===== config.mk =====
export PLATFORM = sky130hd
export DESIGN_NAME = pixel_format_to_rgb888_unit_flat
export DESIGN_NICKNAME = d
export VERILOG_FILES = /design/src/sv/pfrgb_pkg.sv /design/src/sv/pfrgb_pix_if.sv /design/src/sv/pfrgb_rgb_if.sv /design/src/sv/pfrgb_cfg_if.sv /design/src/sv/pfrgb_half_conv.sv /design/src/sv/pfrgb_float_conv.sv /design/src/sv/pixel_format_to_rgb888_unit.sv /design/src/flat_wrapper.sv
export SDC_FILE = /design/constraint.sdc
export NUM_CORES = 1
export LEC_CHECK = 0
export BUFFER_PORTS_ARGS = -buffer_cell sky130_fd_sc_hd__buf_2
export CAP_MARGIN = 10
export CORE_UTILIZATION = 43
export CTS_BUF_LIST = sky130_fd_sc_hd__clkbuf_2
export DETAILED_ROUTE_END_ITERATION = 7
export REMOVE_ABC_BUFFERS = 1
export SLEW_MARGIN = 20
export SYNTH_ARGS = -nofsm -noshare
export SYNTH_HDL_FRONTEND = slang
export SYNTH_HIERARCHICAL = 1
export SYNTH_SLANG_ARGS = --single-unit

===== constraint.sdc =====
create_clock -name clk -period 6.32 [get_ports clk]
set_input_delay 0 -clock clk [delete_from_list [all_inputs] [get_ports clk]]
set_output_delay 0 -clock clk [all_outputs]
set_load 0.01 [all_outputs]

===== src/sv/pfrgb_pkg.sv =====
// ----------------------------------------------------------------------------
// pfrgb_pkg
// Shared types and constants of the pixel format to RGB888 converter.
// ----------------------------------------------------------------------------
package pfrgb_pkg;

  localparam int PIX_W  = 64;
  localparam int CH_W   = 8;
  localparam int FMT_W  = 3;
  localparam int HALF_W = 16;
  localparam int FLT_W  = 32;

  typedef logic [FMT_W-1:0] fmt_t;

  // Source format codes; unlisted codes behave as RGBA8.
  localparam fmt_t FMT_RGBA8   = 3'd0;
  localparam fmt_t FMT_BGRA8   = 3'd1;
  localparam fmt_t FMT_R8      = 3'd2;
  localparam fmt_t FMT_RGBA16F = 3'd3;
  localparam fmt_t FMT_R32F    = 3'd4;
  localparam fmt_t FMT_R16F    = 3'd5;

  localparam logic [CH_W-1:0] CH_MAX = 8'hFF;

  // Advance enables of the three pipeline stages.
  typedef struct packed {
    logic en1;
    logic en2;
    logic en3;
  } adv_t;

endpackage


===== src/sv/pfrgb_pix_if.sv =====
// ----------------------------------------------------------------------------
// pfrgb_pix_if
// Input channel: one source pixel word per item.
// ----------------------------------------------------------------------------
interface pfrgb_pix_if;
  import pfrgb_pkg::*;

  logic             valid;
  logic             ready;
  logic [PIX_W-1:0] pixel_word;

  modport source (output valid, output pixel_word, input ready);
  modport sink (input valid, input pixel_word, output ready);
endinterface


===== src/sv/pfrgb_rgb_if.sv =====
// ----------------------------------------------------------------------------
// pfrgb_rgb_if
// Result channel: one RGB888 pixel per item.
// ----------------------------------------------------------------------------
interface pfrgb_rgb_if;
  import pfrgb_pkg::*;

  logic            valid;
  logic            ready;
  logic [CH_W-1:0] red;
  logic [CH_W-1:0] green;
  logic [CH_W-1:0] blue;

  modport source (output valid, output red, output green, output blue, input ready);
  modport sink (input valid, input red, input green, input blue, output ready);
endinterface


===== src/sv/pfrgb_cfg_if.sv =====
// ----------------------------------------------------------------------------
// pfrgb_cfg_if
// Configuration write channel for the source format register.
// ----------------------------------------------------------------------------
interface pfrgb_cfg_if;
  import pfrgb_pkg::*;

  logic             valid;
  logic             ready;
  logic [FMT_W-1:0] source_format;

  modport source (output valid, output source_format, input ready);
  modport sink (input valid, input source_format, output ready);
endinterface


===== src/sv/pfrgb_half_conv.sv =====
// ----------------------------------------------------------------------------
// pfrgb_half_conv
// Two-stage half float to byte converter: clamp to [0,1], scale by 255,
// truncate.
// ----------------------------------------------------------------------------
module pfrgb_half_conv (
  input  logic                       clk,
  input  pfrgb_pkg::adv_t            adv,
  input  logic [pfrgb_pkg::HALF_W-1:0] half_in,
  output logic [pfrgb_pkg::CH_W-1:0] byte_out
);
  import pfrgb_pkg::*;

  logic       sign;
  logic [4:0] ex;
  logic [9:0] man;

  logic [18:0] prod_r, prod_nxt;
  logic [4:0]  sh_r, sh_nxt;
  logic        zero_r, zero_nxt;
  logic        sat_r, sat_nxt;
  logic [CH_W-1:0] byte_r, byte_nxt;

  assign sign = half_in[15];
  assign ex   = half_in[14:10];
  assign man  = half_in[9:0];

  // Stage 1: scaled significand and classification.
  always_comb begin
    prod_nxt = 19'({1'b1, man}) * 19'd255;
    sh_nxt   = 5'd25 - ex;
    zero_nxt = 1'b0;
    sat_nxt  = 1'b0;
    if (ex == 5'd0) begin
      zero_nxt = 1'b1;
    end else if (sign) begin
      zero_nxt = 1'b1;
    end else if (ex >= 5'd15) begin
      // Covers the all-ones exponent as well: positive values saturate.
      sat_nxt = 1'b1;
    end
  end

  // Stage 2: align the exact product down to the integer byte.
  always_comb begin
    if (zero_r) begin
      byte_nxt = '0;
    end else if (sat_r) begin
      byte_nxt = CH_MAX;
    end else begin
      byte_nxt = CH_W'(prod_r >> sh_r);
    end
  end

  always_ff @(posedge clk) begin
    if (adv.en1) begin
      prod_r <= prod_nxt;
      sh_r   <= sh_nxt;
      zero_r <= zero_nxt;
      sat_r  <= sat_nxt;
    end
    if (adv.en2) begin
      byte_r <= byte_nxt;
    end
  end

  assign byte_out = byte_r;

endmodule


===== src/sv/pfrgb_float_conv.sv =====
// ----------------------------------------------------------------------------
// pfrgb_float_conv
// Single float to byte converter: scale by 255 with round to nearest even
// at 24 bits, then truncate. Two register stages, final shift combinational.
// ----------------------------------------------------------------------------
module pfrgb_float_conv (
  input  logic                        clk,
  input  pfrgb_pkg::adv_t             adv,
  input  logic [pfrgb_pkg::FLT_W-1:0] flt_in,
  output logic [pfrgb_pkg::CH_W-1:0]  byte_out
);
  import pfrgb_pkg::*;

  logic        sign;
  logic [7:0]  ex;
  logic [22:0] man;

  logic [31:0] s_r, s_nxt;
  logic [7:0]  ex_r;
  logic        zero1_r, zero1_nxt;
  logic        sat1_r, sat1_nxt;

  logic [3:0]  d;
  logic [24:0] rt;
  logic [7:0]  rem, half;
  logic        rnd;
  logic [7:0]  sh;

  logic [24:0] r_r, r_nxt;
  logic [5:0]  sh_r;
  logic        zero2_r, zero2_nxt;
  logic        sat2_r;

  assign sign = flt_in[31];
  assign ex   = flt_in[30:23];
  assign man  = flt_in[22:0];

  // Stage 1: product of the significand and 255, classification.
  always_comb begin
    s_nxt     = 32'({1'b1, man}) * 32'd255;
    zero1_nxt = 1'b0;
    sat1_nxt  = 1'b0;
    if (ex == 8'hFF) begin
      if (man != '0 || sign) begin
        zero1_nxt = 1'b1;
      end else begin
        sat1_nxt = 1'b1;
      end
    end else if (sign || ex == 8'd0) begin
      zero1_nxt = 1'b1;
    end else if (ex >= 8'd127) begin
      sat1_nxt = 1'b1;
    end
  end

  // Stage 2: round the product to a 24-bit significand, ties to even.
  always_comb begin
    if (s_r[31]) begin
      d = 4'd8;
    end else if (s_r[30]) begin
      d = 4'd7;
    end else begin
      d = 4'd6;
    end
    rt        = 25'(s_r >> d);
    rem       = s_r[7:0] & ((8'd1 << d) - 8'd1);
    half      = 8'd1 << (d - 4'd1);
    rnd       = (rem > half) || (rem == half && rt[0]);
    r_nxt     = rt + 25'(rnd);
    sh        = 8'd150 - ex_r - 8'(d);
    zero2_nxt = zero1_r || (!sat1_r && sh >= 8'd40);
  end

  always_ff @(posedge clk) begin
    if (adv.en1) begin
      s_r     <= s_nxt;
      ex_r    <= ex;
      zero1_r <= zero1_nxt;
      sat1_r  <= sat1_nxt;
    end
    if (adv.en2) begin
      r_r     <= r_nxt;
      sh_r    <= sh[5:0];
      zero2_r <= zero2_nxt;
      sat2_r  <= sat1_r;
    end
  end

  // The stage 3 register in the top level captures this shift.
  always_comb begin
    if (zero2_r) begin
      byte_out = '0;
    end else if (sat2_r) begin
      byte_out = CH_MAX;
    end else begin
      byte_out = CH_W'(r_r >> sh_r);
    end
  end

endmodule


===== src/sv/pixel_format_to_rgb888_unit.sv =====
// ----------------------------------------------------------------------------
// pixel_format_to_rgb888_unit
// Converts one source pixel word to RGB888 under the source format register.
// ----------------------------------------------------------------------------
// Items pass the stage 1, 2 and 3 registers. Throughput: one item per cycle
// while the output is ready; the three-stage pipeline with its output
// register stalls stage by stage, so bubbles are filled under backpressure.
// Reset clears all stage valid bits and sets the source format to RGBA8.
module pixel_format_to_rgb888_unit (
  input  logic        clk,
  input  logic        rst_n,
  pfrgb_pix_if.sink   in_pix,
  pfrgb_rgb_if.source out_rgb,
  pfrgb_cfg_if.sink   cfg_wr
);
  import pfrgb_pkg::*;

  fmt_t fmt_cfg_r;

  logic v1_r, v2_r, v3_r;
  adv_t adv;

  fmt_t fmt1_r, fmt2_r;
  logic [3*CH_W-1:0] bytes1_r, bytes2_r;
  logic [CH_W-1:0] red_r, green_r, blue_r;
  logic [CH_W-1:0] red_nxt, green_nxt, blue_nxt;

  logic [CH_W-1:0] h_red, h_green, h_blue, f_byte;

  assign adv.en3 = !v3_r || out_rgb.ready;
  assign adv.en2 = !v2_r || adv.en3;
  assign adv.en1 = !v1_r || adv.en2;

  assign in_pix.ready = adv.en1;
  assign cfg_wr.ready = 1'b1;

  always_ff @(posedge clk) begin
    if (!rst_n) begin
      fmt_cfg_r <= FMT_RGBA8;
    end else if (cfg_wr.valid) begin
      fmt_cfg_r <= cfg_wr.source_format;
    end
  end

  always_ff @(posedge clk) begin
    if (!rst_n) begin
      v1_r <= 1'b0;
      v2_r <= 1'b0;
      v3_r <= 1'b0;
    end else begin
      if (adv.en1) v1_r <= in_pix.valid;
      if (adv.en2) v2_r <= v1_r;
      if (adv.en3) v3_r <= v2_r;
    end
  end

  always_ff @(posedge clk) begin
    if (adv.en1) begin
      fmt1_r   <= fmt_cfg_r;
      bytes1_r <= in_pix.pixel_word[3*CH_W-1:0];
    end
    if (adv.en2) begin
      fmt2_r   <= fmt1_r;
      bytes2_r <= bytes1_r;
    end
    if (adv.en3) begin
      red_r   <= red_nxt;
      green_r <= green_nxt;
      blue_r  <= blue_nxt;
    end
  end

  pfrgb_half_conv u_half_red (
    .clk      (clk),
    .adv      (adv),
    .half_in  (in_pix.pixel_word[HALF_W-1:0]),
    .byte_out (h_red)
  );

  pfrgb_half_conv u_half_green (
    .clk      (clk),
    .adv      (adv),
    .half_in  (in_pix.pixel_word[2*HALF_W-1:HALF_W]),
    .byte_out (h_green)
  );

  pfrgb_half_conv u_half_blue (
    .clk      (clk),
    .adv      (adv),
    .half_in  (in_pix.pixel_word[3*HALF_W-1:2*HALF_W]),
    .byte_out (h_blue)
  );

  pfrgb_float_conv u_float (
    .clk      (clk),
    .adv      (adv),
    .flt_in   (in_pix.pixel_word[FLT_W-1:0]),
    .byte_out (f_byte)
  );

  // Stage 3: pick the channel sources for the format.
  always_comb begin
    unique case (fmt2_r)
      FMT_BGRA8: begin
        red_nxt   = bytes2_r[3*CH_W-1:2*CH_W];
        green_nxt = bytes2_r[2*CH_W-1:CH_W];
        blue_nxt  = bytes2_r[CH_W-1:0];
      end
      FMT_R8: begin
        red_nxt   = bytes2_r[CH_W-1:0];
        green_nxt = bytes2_r[CH_W-1:0];
        blue_nxt  = bytes2_r[CH_W-1:0];
      end
      FMT_RGBA16F: begin
        red_nxt   = h_red;
        green_nxt = h_green;
        blue_nxt  = h_blue;
      end
      FMT_R32F: begin
        red_nxt   = f_byte;
        green_nxt = f_byte;
        blue_nxt  = f_byte;
      end
      FMT_R16F: begin
        red_nxt   = h_red;
        green_nxt = h_red;
        blue_nxt  = h_red;
      end
      default: begin
        red_nxt   = bytes2_r[CH_W-1:0];
        green_nxt = bytes2_r[2*CH_W-1:CH_W];
        blue_nxt  = bytes2_r[3*CH_W-1:2*CH_W];
      end
    endcase
  end

  assign out_rgb.valid = v3_r;
  assign out_rgb.red   = red_r;
  assign out_rgb.green = green_r;
  assign out_rgb.blue  = blue_r;

  // A full pipeline with a stalled output must hold off new items.
  a_full_stall: assert property (@(posedge clk) disable iff (!rst_n)
    (v1_r && v2_r && v3_r && !out_rgb.ready) |-> !in_pix.ready)
    else $error("input accepted while pipeline is full and stalled");

  // An accepted item always occupies stage 1 in the next cycle.
  a_accept_s1: assert property (@(posedge clk) disable iff (!rst_n)
    (in_pix.valid && in_pix.ready) |=> v1_r)
    else $error("accepted item lost at stage 1");

  // Single-channel formats give the same byte on all three outputs.
  a_mono: assert property (@(posedge clk) disable iff (!rst_n)
    (adv.en3 && v2_r && (fmt2_r == FMT_R8 || fmt2_r == FMT_R32F || fmt2_r == FMT_R16F))
    |=> (out_rgb.red == out_rgb.green && out_rgb.green == out_rgb.blue))
    else $error("single-channel format gave unequal channels");

endmodule


===== src/flat_wrapper.sv =====
// flat-port wrapper written by rule: the top's interface ports become plain ports
module pixel_format_to_rgb888_unit_flat import pfrgb_pkg::*;
  (clk, rst_n, in_pix_valid, in_pix_pixel_word, in_pix_ready, out_rgb_valid, out_rgb_red, out_rgb_green, out_rgb_blue, out_rgb_ready, cfg_wr_valid, cfg_wr_source_format, cfg_wr_ready);
  pfrgb_pix_if in_pix_i ();
  pfrgb_rgb_if out_rgb_i ();
  pfrgb_cfg_if cfg_wr_i ();
  input  logic clk;
  input  logic rst_n;
  input wire logic [$bits(in_pix_i.valid)-1:0] in_pix_valid;
  input wire logic [$bits(in_pix_i.pixel_word)-1:0] in_pix_pixel_word;
  output wire logic [$bits(in_pix_i.ready)-1:0] in_pix_ready;
  output wire logic [$bits(out_rgb_i.valid)-1:0] out_rgb_valid;
  output wire logic [$bits(out_rgb_i.red)-1:0] out_rgb_red;
  output wire logic [$bits(out_rgb_i.green)-1:0] out_rgb_green;
  output wire logic [$bits(out_rgb_i.blue)-1:0] out_rgb_blue;
  input wire logic [$bits(out_rgb_i.ready)-1:0] out_rgb_ready;
  input wire logic [$bits(cfg_wr_i.valid)-1:0] cfg_wr_valid;
  input wire logic [$bits(cfg_wr_i.source_format)-1:0] cfg_wr_source_format;
  output wire logic [$bits(cfg_wr_i.ready)-1:0] cfg_wr_ready;
  assign in_pix_i.valid = in_pix_valid;
  assign in_pix_i.pixel_word = in_pix_pixel_word;
  assign in_pix_ready = in_pix_i.ready;
  assign out_rgb_valid = out_rgb_i.valid;
  assign out_rgb_red = out_rgb_i.red;
  assign out_rgb_green = out_rgb_i.green;
  assign out_rgb_blue = out_rgb_i.blue;
  assign out_rgb_i.ready = out_rgb_ready;
  assign cfg_wr_i.valid = cfg_wr_valid;
  assign cfg_wr_i.source_format = cfg_wr_source_format;
  assign cfg_wr_ready = cfg_wr_i.ready;
  pixel_format_to_rgb888_unit u_core (.clk(clk), .rst_n(rst_n), .in_pix(in_pix_i), .out_rgb(out_rgb_i), .cfg_wr(cfg_wr_i));
endmodule

==> results of run 1 <==
[routing by layer]
layer | track usage (%) | vias to the layer above | routed length [um]
met5 | 0 | - | 13
met4 | 8.14 | 2 | 1770
met3 | 3.34 | 92 | 2530
met2 | 33.8 | 368 | 28100
met1 | 25.7 | 8318 | 25800
li1 | - | 8259 | -
[area by class of cell]
cell class	count	area, um2
timing repair buffer	203	1620
antenna	4	10.0
clock inverter	35	180
fill	5243	29900
tap	765	957
clock buffer	89	445
multi-input combinational	1488	15300
inverter	441	1660
sequential	261	7780
[cells in the final DEF (no fill, tap or decap), drive strengths merged, types with 21 or more instances in the layout]
cell type / netlist / routed
nand2: 90 / 90
buf: 41 / 90
fa: 234 / 234
xor2: 40 / 40
mux2: 42 / 42
ha: 191 / 191
clkinv: 2 / 33
a21o: 21 / 21
mux2i: 79 / 79
nor3: 22 / 22
nor2: 101 / 101
nand3: 32 / 32
clkbuf: 28 / 89
inv: 439 / 441
a21oi: 123 / 123
mux4: 61 / 61
nor2b: 38 / 38
xnor2: 64 / 64
dlygate4sd3: 0 / 113
o21ai: 81 / 81
a31oi: 25 / 25
edfxtp: 255 / 255
[registers in the layout (all words and copies together) (netlist names), 19 cells and up]
register,flops
u_core/bytes1_r,24
u_core/bytes2_r,24
u_core/u_float/r_r,25
u_core/u_float/s_r,32
u_core/u_half_blue/prod_r,19
u_core/u_half_green/prod_r,19
u_core/u_half_red/prod_r,19
[synthesized netlist by cell type, types with 14 or more instances]
library cell                count
sky130_fd_sc_hd__nand2b_1      16
sky130_fd_sc_hd__nor3b_1       16
sky130_fd_sc_hd__nor3_1        21
sky130_fd_sc_hd__fa_1         234
sky130_fd_sc_hd__xor2_1        40
sky130_fd_sc_hd__o22ai_1       14
sky130_fd_sc_hd__nor2b_1       38
sky130_fd_sc_hd__nand3_1       31
sky130_fd_sc_hd__edfxtp_1     255
sky130_fd_sc_hd__a21oi_1      121
sky130_fd_sc_hd__a2bb2oi_1     14
sky130_fd_sc_hd__mux4_1        30
sky130_fd_sc_hd__mux2i_1       76
sky130_fd_sc_hd__clkbuf_1      22
sky130_fd_sc_hd__nor2_1       101
sky130_fd_sc_hd__mux4_2        31
sky130_fd_sc_hd__mux2_2        37
sky130_fd_sc_hd__xnor2_1       64
sky130_fd_sc_hd__nand2_1       90
sky130_fd_sc_hd__buf_2         15
sky130_fd_sc_hd__inv_1        437
sky130_fd_sc_hd__a21o_1        20
sky130_fd_sc_hd__ha_1         191
sky130_fd_sc_hd__a31oi_1       24
sky130_fd_sc_hd__o21ai_0       71
[power by group through the flow]
stage	logic [mW]	registers, mW	clock network (mW)
global placement	8.21	3.33	0
floorplan	6.47	3.25	0
finish	8.49	3.30	1.17
CTS	8.43	3.32	1.23
detailed placement	8.32	3.36	0
global route	9.54	3.37	1.32
[path summary, 6_finish.rpt]
kind	slack, ps	depth (start not counted)	to
setup / recovery	1610	17	u_core/u_float/s_r[31]
hold / removal	140	4	u_core/u_half_green/zero_r
setup reg to reg	2770	13	u_core/u_float/r_r[23]
hold reg to reg	370	0	u_core/bytes2_r[20]
[logic make-up (layout without fill, tap and decap cells)]
| kind of cell | Yosys count | count (layout) | synth area share [%] |
|---|---|---|---|
| buf+inv | 512 | 768 | 8.71 |
| fa+ha+maj | 425 | 425 | 28.1 |
| compound gates | 388 | 388 | 9.97 |
| simple gates | 381 | 381 | 7.65 |
| flops | 261 | 261 | 30.9 |
| mux | 182 | 182 | 11.0 |
| xor+xnor | 104 | 104 | 3.62 |
| other cells | 3 | 12 | 0.0447 |
[metrics by stage]
step                      cell area [um2]  util, %  instances
after floorplan                     24700        -       2190
after global placement              26100     45.2       3044
after detailed placement            26100     45.2       3044
after CTS                           27900     48.2       3281
after global routing                27900     48.3       3283
final                               27900     48.3       3286
[worst register-to-register path, stage by stage, from the launching register on]
cell	delay (ps)
sky130_fd_sc_hd__edfxtp_1	380
sky130_fd_sc_hd__buf_4	290
sky130_fd_sc_hd__inv_2	360
sky130_fd_sc_hd__nand2_1	110
sky130_fd_sc_hd__ha_1	310
sky130_fd_sc_hd__nand3_1	70
sky130_fd_sc_hd__a211o_1	230
sky130_fd_sc_hd__o32a_1	290
sky130_fd_sc_hd__ha_1	190
sky130_fd_sc_hd__and3_1	190
sky130_fd_sc_hd__and3_4	220
sky130_fd_sc_hd__and3b_1	230
sky130_fd_sc_hd__a311oi_1	290
sky130_fd_sc_hd__o22ai_1	150
[timing repair]
item                                   in CTS  in global routing
endpoints found under the hold margin     106                  0
gates resized for setup                     0                  0
buffers inserted                            0                  0
hold buffers                              113                  0
==> results.py, run 1 <==
metrics = {
    "status": {
        "run_status": "finished, final reports clean",
    },
    "floorplanning": {
        "core.rowCount": 88,
        "die_area_mm2": 0.0595,
        "die_h_um": 244,
        "core-area_mm2": 0.0578,
        "start_util_pct": 43.6,
        "die-width_um": 244,
        "pin_count": 99,
    },
    "yosys": {
        "synth.yosys.seq_area_share_pct": 30.9,
        "synth_area_mm2": 0.0252,
        "netlist_instances": 2256,
        "yosys_warnings": 6,
        "yosys.area.top_type": "sky130_fd_sc_hd__edfxtp_1",
        "synth_top_area_share_pct": 30.4,
        "synth-edff-count": 255,
        "postSynthAreaPerCell_um2": 11.2,
        "synthDistinctLibCells": 91,
        "post_synth_top_flop": "sky130_fd_sc_hd__edfxtp_1",
        "async_flop_share_pct": 0,
        "synth-seq-cells": 261,
        "yosys-top-cells-area": "sky130_fd_sc_hd__edfxtp_1 30%, sky130_fd_sc_hd__fa_1 19%, sky130_fd_sc_hd__ha_1 9.5%, sky130_fd_sc_hd__inv_1 6.5%, sky130_fd_sc_hd__mux4_1 3.1%",
    },
    "critical_path": {
        "timing_worst_setup_path_type": "primary input to register",
        "cp_max_fo": 10,
        "critical_path.endpoint_type": "register",
        "crit_path_max_incr_delay_ps": 590,
        "crit_path_cell_trace": "dlygate4sd3_1, dlygate4sd3_1, buf_2, fa_1, fa_1, fa_1, inv_1, fa_1, inv_1, ha_1, a21oi_1, o21ai_0, a311o_1, nand3_1, o31ai_1, a311oi_1, xor2_1",
        "worst_path_dominant_cell_family": "adder cells",
        "timing.critical_path.arrival_ps": 5440,
        "critical_path_required_ps": 7040,
        "r2r_start": "u_core/u_float/s_r[31]",
        "critical_path_launch_point_type": "primary input",
        "critPathBufInv": 5,
        "startpoint": "in_pix_pixel_word[11]",
        "path_common_cell": "sky130_fd_sc_hd__fa_1",
        "slowest_stage_cell_cp": "sky130_fd_sc_hd__fa_1",
    },
    "detailed_routing": {
        "first_pass_iters": 5,
        "route.vias.total": 17000,
        "totalWireLength_mm": 58.2,
        "vias_per_cell": 5.19,
        "detail_route.wl_per_cell_um": 17.7,
        "ant_nets": 0,
        "route.detailed.drc": 0,
        "first_iter_violations": 1065,
    },
    "sta": {
        "fin_worst_skew_ps": 103,
        "slew_violations": 0,
        "post-route-worst-setup-slack_ps": 1610,
        "fin_tns_setup_ps": 0,
        "grt_setup_unrepaired": "no",
        "min_period_ps": 4710,
        "final.period_utilization_pct": 74.6,
        "max-slew-margin-rel_pct": 32.0,
        "finalHoldWorstSlack_ps": 138,
        "final-hold-violation-count": 0,
        "worst_pin_slew_ps": 1020,
        "finalSetupViolCount": 0,
        "max_clock_freq_mhz": 212,
    },
    "run": {
        "cap_violations": 0,
    },
    "placement": {
        "gp_congestion": 0.874,
        "port_buffers": 81,
        "preCtsSetupSlack_ps": 1350,
        "place.detailed.hpwl_mm": 44.5,
    },
    "pwr": {
        "power.net_switching_mw": 5.90,
        "p_comb_share_pct": 65.5,
        "p_sw_share_pct": 45.5,
        "finalPower_mw": 13.0,
        "power.static_leakage_nw": 12.5,
        "powerDensity_mw_per_mm2": 464,
        "vdd_ir_drop_max_mv": 0.230,
        "clock_power_share_pct": 9.0,
        "power.sequential.fraction_pct": 25.5,
        "cellInternalPower_mw": 7.06,
    },
    "clocking": {
        "numCtsBuffers": 69,
        "clock_tree.htree_level_count": 3,
        "tritoncts_clock_tree": "yes",
        "clk_pin_slew_worst_paths_ps": 100,
        "clock_sink_count": 261,
        "clock_latency_ps": 980,
        "cts_max_path_buffers": 3,
        "cts_root_buf": "sky130_fd_sc_hd__clkbuf_2",
    },
    "grt": {
        "via_count_of_the_first_global_routing_pass": 17800,
        "grt_antenna_before_repair": 2,
        "wire_length_of_the_first_global_routing_pass_mm": 93.5,
        "global_route.overflow_total": 0,
        "global_route.usage.total_pct": 20.1,
        "grt_max_degree": 85,
    },
    "hold_path": {
        "min-delay-path-class": "primary input to register",
        "worst_hold_path_startpoint": "in_pix_pixel_word[29]",
    },
    "layout": {
        "nets": 2961,
        "drive_above_1_share_pct": 11.6,
        "area.growth.synth_to_final_pct": 10.8,
    },
}
Note: power is estimated with default switching activity, not from simulation.
==> inputs of run 2 (changes only) <==
==> constraint.sdc (replaced) <==
create_clock -name clk -period 3.9 [get_ports clk]
set_input_delay 0 -clock clk [delete_from_list [all_inputs] [get_ports clk]]
set_output_delay 0 -clock clk [all_outputs]
set_load 0.01 [all_outputs]
==> results.py, run 2 (synthesis gave the netlist of run 1 again) <==
metrics = {
    "status": {
        "run_status": "finished, final reports clean",
    },
    "detailed_routing": {
        "first_iter_violations": 834,
        "route.vias.total": 18400,
        "vias_per_cell": 5.16,
        "ant_nets": 0,
        "detail_route.wl_per_cell_um": 17.8,
        "first_pass_iters": 5,
        "totalWireLength_mm": 63.4,
        "route.detailed.drc": 0,
    },
    "pwr": {
        "power.net_switching_mw": 11.0,
        "cellInternalPower_mw": 14.4,
        "power.sequential.fraction_pct": 21.2,
        "powerDensity_mw_per_mm2": 841,
        "power.static_leakage_nw": 13.9,
        "clock_power_share_pct": 8.2,
        "p_sw_share_pct": 43.3,
        "vdd_ir_drop_max_mv": 0.761,
        "finalPower_mw": 25.4,
        "p_comb_share_pct": 70.6,
    },
    "layout": {
        "nets": 3245,
        "area.growth.synth_to_final_pct": 19.9,
        "final_cell_mix": "436 x sky130_fd_sc_hd__inv_1, 302 x sky130_fd_sc_hd__buf_4, 255 x sky130_fd_sc_hd__edfxtp_1, 232 x sky130_fd_sc_hd__fa_1, 189 x sky130_fd_sc_hd__ha_1",
        "postLayoutCellArea_mm2": 0.0302,
        "fillers": 5075,
        "largest_reg_flops": 32,
        "drive_above_1_share_pct": 22.0,
        "layout_top_registers": "u_core/u_float/s_r (32), u_core/u_float/r_r (25)",
        "mostFrequentLayoutCell": "sky130_fd_sc_hd__inv_1",
        "stdcell_count": 3564,
        "largest_register_by_flop_count": "u_core/u_float/s_r",
    },
    "placement": {
        "gp_congestion": 0.894,
        "post-place-cells": 3339,
        "port_buffers": 81,
        "place.detailed.hpwl_mm": 50.4,
        "detailed_place.area_mm2": 0.0283,
        "preCtsSetupSlack_ps": -777,
    },
    "hold_path": {
        "min-delay-path-class": "primary input to register",
    },
    "grt": {
        "via_count_of_the_first_global_routing_pass": 19400,
        "grt_antenna_before_repair": 6,
        "global_route.overflow_total": 0,
        "grt_max_degree": 85,
        "wire_length_of_the_first_global_routing_pass_mm": 102,
        "global_route.usage.total_pct": 21.9,
    },
    "floorplanning": {
        "die_area_mm2": 0.0595,
        "die_h_um": 244,
        "core-area_mm2": 0.0578,
        "start_util_pct": 43.6,
        "die-width_um": 244,
        "pin_count": 99,
        "core.rowCount": 88,
    },
    "critical_path": {
        "critical_path_required_ps": 4570,
        "timing.critical_path.arrival_ps": 4490,
        "timing_worst_setup_path_type": "primary input to register",
        "cp_max_fo": 5,
        "r2r_setup_slk_ps": 410,
        "critical_path_launch_point_type": "primary input",
        "critical_path.endpoint_type": "register",
    },
    "sta": {
        "finalSetupViolCount": 0,
        "finalHoldWorstSlack_ps": 73.3,
        "worst_pin_slew_ps": 1140,
        "max_clock_freq_mhz": 262,
        "max-slew-margin-rel_pct": 24.0,
        "final-hold-violation-count": 0,
        "post-route-worst-setup-slack_ps": 80.7,
        "final.period_utilization_pct": 97.9,
        "fin_worst_skew_ps": 127,
        "slew_violations": 0,
        "min_period_ps": 3820,
    },
    "clocking": {
        "numCtsBuffers": 69,
        "cts_max_path_buffers": 3,
        "clk_pin_slew_worst_paths_ps": 100,
        "clock_latency_ps": 970,
        "clock_tree.htree_level_count": 3,
        "clock_sink_count": 261,
        "cts_root_buf": "sky130_fd_sc_hd__clkbuf_2",
        "tritoncts_clock_tree": "yes",
    },
    "run": {
        "cap_violations": 0,
    },
}
[run 2: changes by cell type in the layout (fill, tap and decap cells not counted), moves of 4 or more]
cell,delta
sky130_fd_sc_hd__o21ai_1,+4
sky130_fd_sc_hd__buf_4,+294
sky130_fd_sc_hd__a21oi_2,+8
sky130_fd_sc_hd__o21ai_0,-5
sky130_fd_sc_hd__a21oi_1,-8
sky130_fd_sc_hd__clkinv_1,-7
sky130_fd_sc_hd__dlygate4sd3_1,-11
[run 2: worst max-delay path, stage by stage]
cell                            delay (ps)
sky130_fd_sc_hd__dlygate4sd3_1         540
sky130_fd_sc_hd__buf_4                 180
sky130_fd_sc_hd__fa_1                  600
sky130_fd_sc_hd__inv_1                  80
sky130_fd_sc_hd__fa_1                  530
sky130_fd_sc_hd__inv_1                  50
sky130_fd_sc_hd__fa_1                  530
sky130_fd_sc_hd__inv_1                  60
sky130_fd_sc_hd__fa_1                  540
sky130_fd_sc_hd__inv_1                  50
sky130_fd_sc_hd__ha_1                  320
sky130_fd_sc_hd__buf_4                 160
sky130_fd_sc_hd__a21oi_1               120
sky130_fd_sc_hd__nand2_1                80
sky130_fd_sc_hd__nor2_1                190
sky130_fd_sc_hd__o21ai_2               110
sky130_fd_sc_hd__a41oi_1               250
sky130_fd_sc_hd__xnor2_1               100
[run 2: repair_timing]
| action | CTS | global route |
|---|---|---|
| hold endpoints to repair | 83 | 0 |
| setup buffers | 0 | 1 |
| hold buffers | 102 | 0 |
| endpoints found under the setup margin | 0 | 26 |
| gates resized for setup | 0 | 37 |
[run 2: power by group through the flow]
stage	Sequential [mW]	Clock (mW)	Combinational [mW]
floorplan	5.27	0	10.5
global placement	5.40	0	17.0
detailed placement	5.45	0	17.3
CTS	5.38	2.17	17.5
global route	5.50	2.28	19.8
finish	5.39	2.07	17.9
[run 2: path summary, 6_finish.rpt]
kind / start / to / cells after the start
max: in_pix_pixel_word[17] / u_core/u_float/s_r[26] / 18
min: in_pix_pixel_word[17] / u_core/bytes1_r[17] / 3
max reg2reg: u_core/u_float/sh_r[0] / u_core/out_rgb.green[5] / 8
min reg2reg: u_core/bytes1_r[13] / u_core/bytes2_r[13] / 0
[run 2: layer usage]
metal | vias to the layer above | global-route usage [%] | wire [um]
met4 | 2 | 6.71 | 1410
met3 | 89 | 2.85 | 2460
met2 | 363 | 37.1 | 30900
li1 | 8821 | - | -
met5 | - | 0 | 10
met1 | 9098 | 29.2 | 28600
[run 2: stage by stage]
step	setup TNS, ps	util (%)
after detailed placement	-18590	49.0
final	0	52.2
after floorplan	-262020	-
after CTS	0	51.9
after global routing	-27.4	52.2
after global placement	-15730	49.0
[run 2: final cells by class]
type                       count  area (um2)  area share (%)
multi-input combinational   1488       15400            51.0
clock buffer                  91         455            1.51
timing repair buffer         487        3740            12.4
inverter                     441        1660            5.48
clock inverter                28         205           0.680
tap                          765         957            3.17
antenna                        3        7.51          0.0249
sequential                   261        7780            25.8
==> inputs of run 3 (changes only) <==
--- a/config.mk
+++ b/config.mk
@@ -11,6 +11,7 @@
 export CTS_BUF_LIST = sky130_fd_sc_hd__clkbuf_2
 export DETAILED_ROUTE_END_ITERATION = 7
 export REMOVE_ABC_BUFFERS = 1
+export SETUP_SLACK_MARGIN = 0.5
 export SLEW_MARGIN = 20
 export SYNTH_ARGS = -nofsm -noshare
 export SYNTH_HDL_FRONTEND = slang
==> results.py, run 3 (synthesis gave the netlist of run 1 again) <==
metrics = {
    "critical_path": {
        "timing.critical_path.arrival_ps": 4040,
        "r2r_setup_slk_ps": 660,
        "cp_max_fo": 4,
        "critical_path_launch_point_type": "primary input",
        "critical_path_required_ps": 4570,
        "timing_worst_setup_path_type": "primary input to register",
        "critical_path.endpoint_type": "register",
    },
    "floorplanning": {
        "die_h_um": 244,
        "core.rowCount": 88,
        "pin_count": 99,
        "die_area_mm2": 0.0595,
        "start_util_pct": 43.6,
        "die-width_um": 244,
        "core-area_mm2": 0.0578,
    },
    "status": {
        "run_status": "finished, final reports clean",
    },
    "grt": {
        "globalRouteMet2Util_pct": 37.7,
        "met3_usage_pct": 3.25,
        "global_route.overflow_total": 0,
        "global_route.usage.total_pct": 22.1,
        "met1_usage_pct": 29.1,
        "grt.busiest_layer": "met2",
        "wire_length_of_the_first_global_routing_pass_mm": 103,
        "via_count_of_the_first_global_routing_pass": 19600,
        "grt_antenna_before_repair": 8,
        "grt_max_degree": 85,
    },
    "layout": {
        "multi_input_comb_area_mm2": 0.0157,
        "drive_above_1_share_pct": 23.8,
        "utilization_pct": 53.3,
        "nets": 3281,
        "final_cell_mix": "426 x sky130_fd_sc_hd__inv_1, 319 x sky130_fd_sc_hd__buf_4, 255 x sky130_fd_sc_hd__edfxtp_1, 227 x sky130_fd_sc_hd__fa_1, 182 x sky130_fd_sc_hd__ha_1",
        "area.growth.synth_to_final_pct": 22.3,
        "mostFrequentLayoutCell": "sky130_fd_sc_hd__inv_1",
        "largest_register_by_flop_count": "u_core/u_float/s_r",
        "register_area_mm2": 0.00778,
        "fillers": 4999,
        "largest_reg_flops": 32,
        "layout_top_registers": "u_core/u_float/s_r (32), u_core/u_float/r_r (25)",
    },
    "placement": {
        "gp_congestion": 0.894,
        "port_buffers": 81,
        "place.detailed.hpwl_mm": 50.4,
    },
    "sta": {
        "finalHoldWorstSlack_ps": 64.7,
        "final.period_utilization_pct": 86.3,
        "slew_violations": 0,
        "grt_setup_unrepaired": "yes",
        "final-hold-violation-count": 0,
        "min_period_ps": 3370,
        "worst_pin_slew_ps": 1130,
        "max_clock_freq_mhz": 297,
        "finalSetupViolCount": 0,
        "max-slew-margin-rel_pct": 24.9,
        "fin_worst_skew_ps": 114,
    },
    "clocking": {
        "tritoncts_clock_tree": "yes",
        "clock_sink_count": 261,
        "clock_latency_ps": 970,
        "clock_tree.htree_level_count": 3,
        "clk_pin_slew_worst_paths_ps": 110,
        "cts_root_buf": "sky130_fd_sc_hd__clkbuf_2",
        "cts_max_path_buffers": 3,
        "numCtsBuffers": 69,
    },
    "detailed_routing": {
        "ant_nets": 0,
        "first_pass_iters": 5,
        "totalWireLength_mm": 64.4,
        "first_iter_violations": 829,
        "route.vias.total": 18500,
        "vias_per_cell": 5.15,
        "route.detailed.drc": 0,
        "detail_route.wl_per_cell_um": 17.9,
    },
    "pwr": {
        "vdd_ir_drop_max_mv": 0.770,
        "powerDensity_mw_per_mm2": 854,
        "power.static_leakage_nw": 14.1,
    },
    "hold_path": {
        "min-delay-path-class": "primary input to register",
    },
    "run": {
        "cap_violations": 0,
    },
}
## run 3: changes by cell type in the layout (fill, tap and decap cells not counted), sizes merged
cell and delta:
dlymetal6s4s +2, diode +1, buf +14, dlygate4sd3 +20
## run 3: per-stage QoR
stage                     setup slack, ps  std cells  total power [mW]  TNS, ps  cell area (um2)
after CTS                             453       3586              25.3        0            30300
after detailed placement             -777       3339              22.8   -18590            28300
after floorplan                     -1750       2190              15.8  -262020            24700
after global routing                  412       3600              28.5        0            30800
after global placement               -694       3339              22.4   -15730            28300
final                                 534       3601              26.3        0            30800
## run 3: worst max-delay path, stage by stage
cell,delay (ps)
sky130_fd_sc_hd__buf_2,130
sky130_fd_sc_hd__buf_4,150
sky130_fd_sc_hd__fa_2,600
sky130_fd_sc_hd__fa_1,430
sky130_fd_sc_hd__fa_1,550
sky130_fd_sc_hd__inv_1,60
sky130_fd_sc_hd__fa_1,530
sky130_fd_sc_hd__inv_1,40
sky130_fd_sc_hd__ha_1,310
sky130_fd_sc_hd__buf_4,170
sky130_fd_sc_hd__and4_1,220
sky130_fd_sc_hd__nand2_1,70
sky130_fd_sc_hd__o211ai_1,100
sky130_fd_sc_hd__nor2_1,200
sky130_fd_sc_hd__o21ai_2,120
sky130_fd_sc_hd__a41oi_1,250
sky130_fd_sc_hd__xnor2_1,100
## run 3: per-layer routing
| layer | part of all wire, % | vias to the layer above |
|---|---|---|
| met1 | 44 | 9153 |
| met3 | 4.3 | 96 |
| met4 | 2.5 | 6 |
| li1 | - | 8904 |
| met2 | 49 | 381 |
| met5 | 0.057 | - |
## run 3: final timing paths
path                                                 to                    from  depth (start not counted)
worst max-delay path             u_core/u_float/s_r[26]   in_pix_pixel_word[10]                         17
worst min-delay path             u_core/u_float/ex_r[1]   in_pix_pixel_word[24]                          3
worst max register to register  u_core/out_rgb.green[5]  u_core/u_float/sh_r[0]                          9
worst min register to register      u_core/bytes2_r[10]     u_core/bytes1_r[10]                          0
## run 3: cell type report
| class | count | share of cell area (%) |
|---|---|---|
| multi-input cells | 1488 | 50.8 |
| flip-flops and latches | 261 | 25.2 |
| repair buffers | 523 | 13.2 |
| inverters | 441 | 5.38 |
| well taps | 765 | 3.11 |
| clock buffers | 91 | 1.48 |
| clock inverters | 28 | 0.666 |
| diodes | 4 | 0.0325 |
## run 3: what timing repair did
action,in CTS,in global routing
pin swaps,7,41
setup buffers,5,10
gates resized for setup,11,94
hold endpoints to repair,83,1
endpoints found under the setup margin,14,42
hold buffers,123,1
## run 3: power by group
group	switching, mW	internal (mW)	leakage [nW]
sequential	0.735	4.61	2.79
combinational	9.53	9.36	10.8
clock	1.22	0.846	0.479
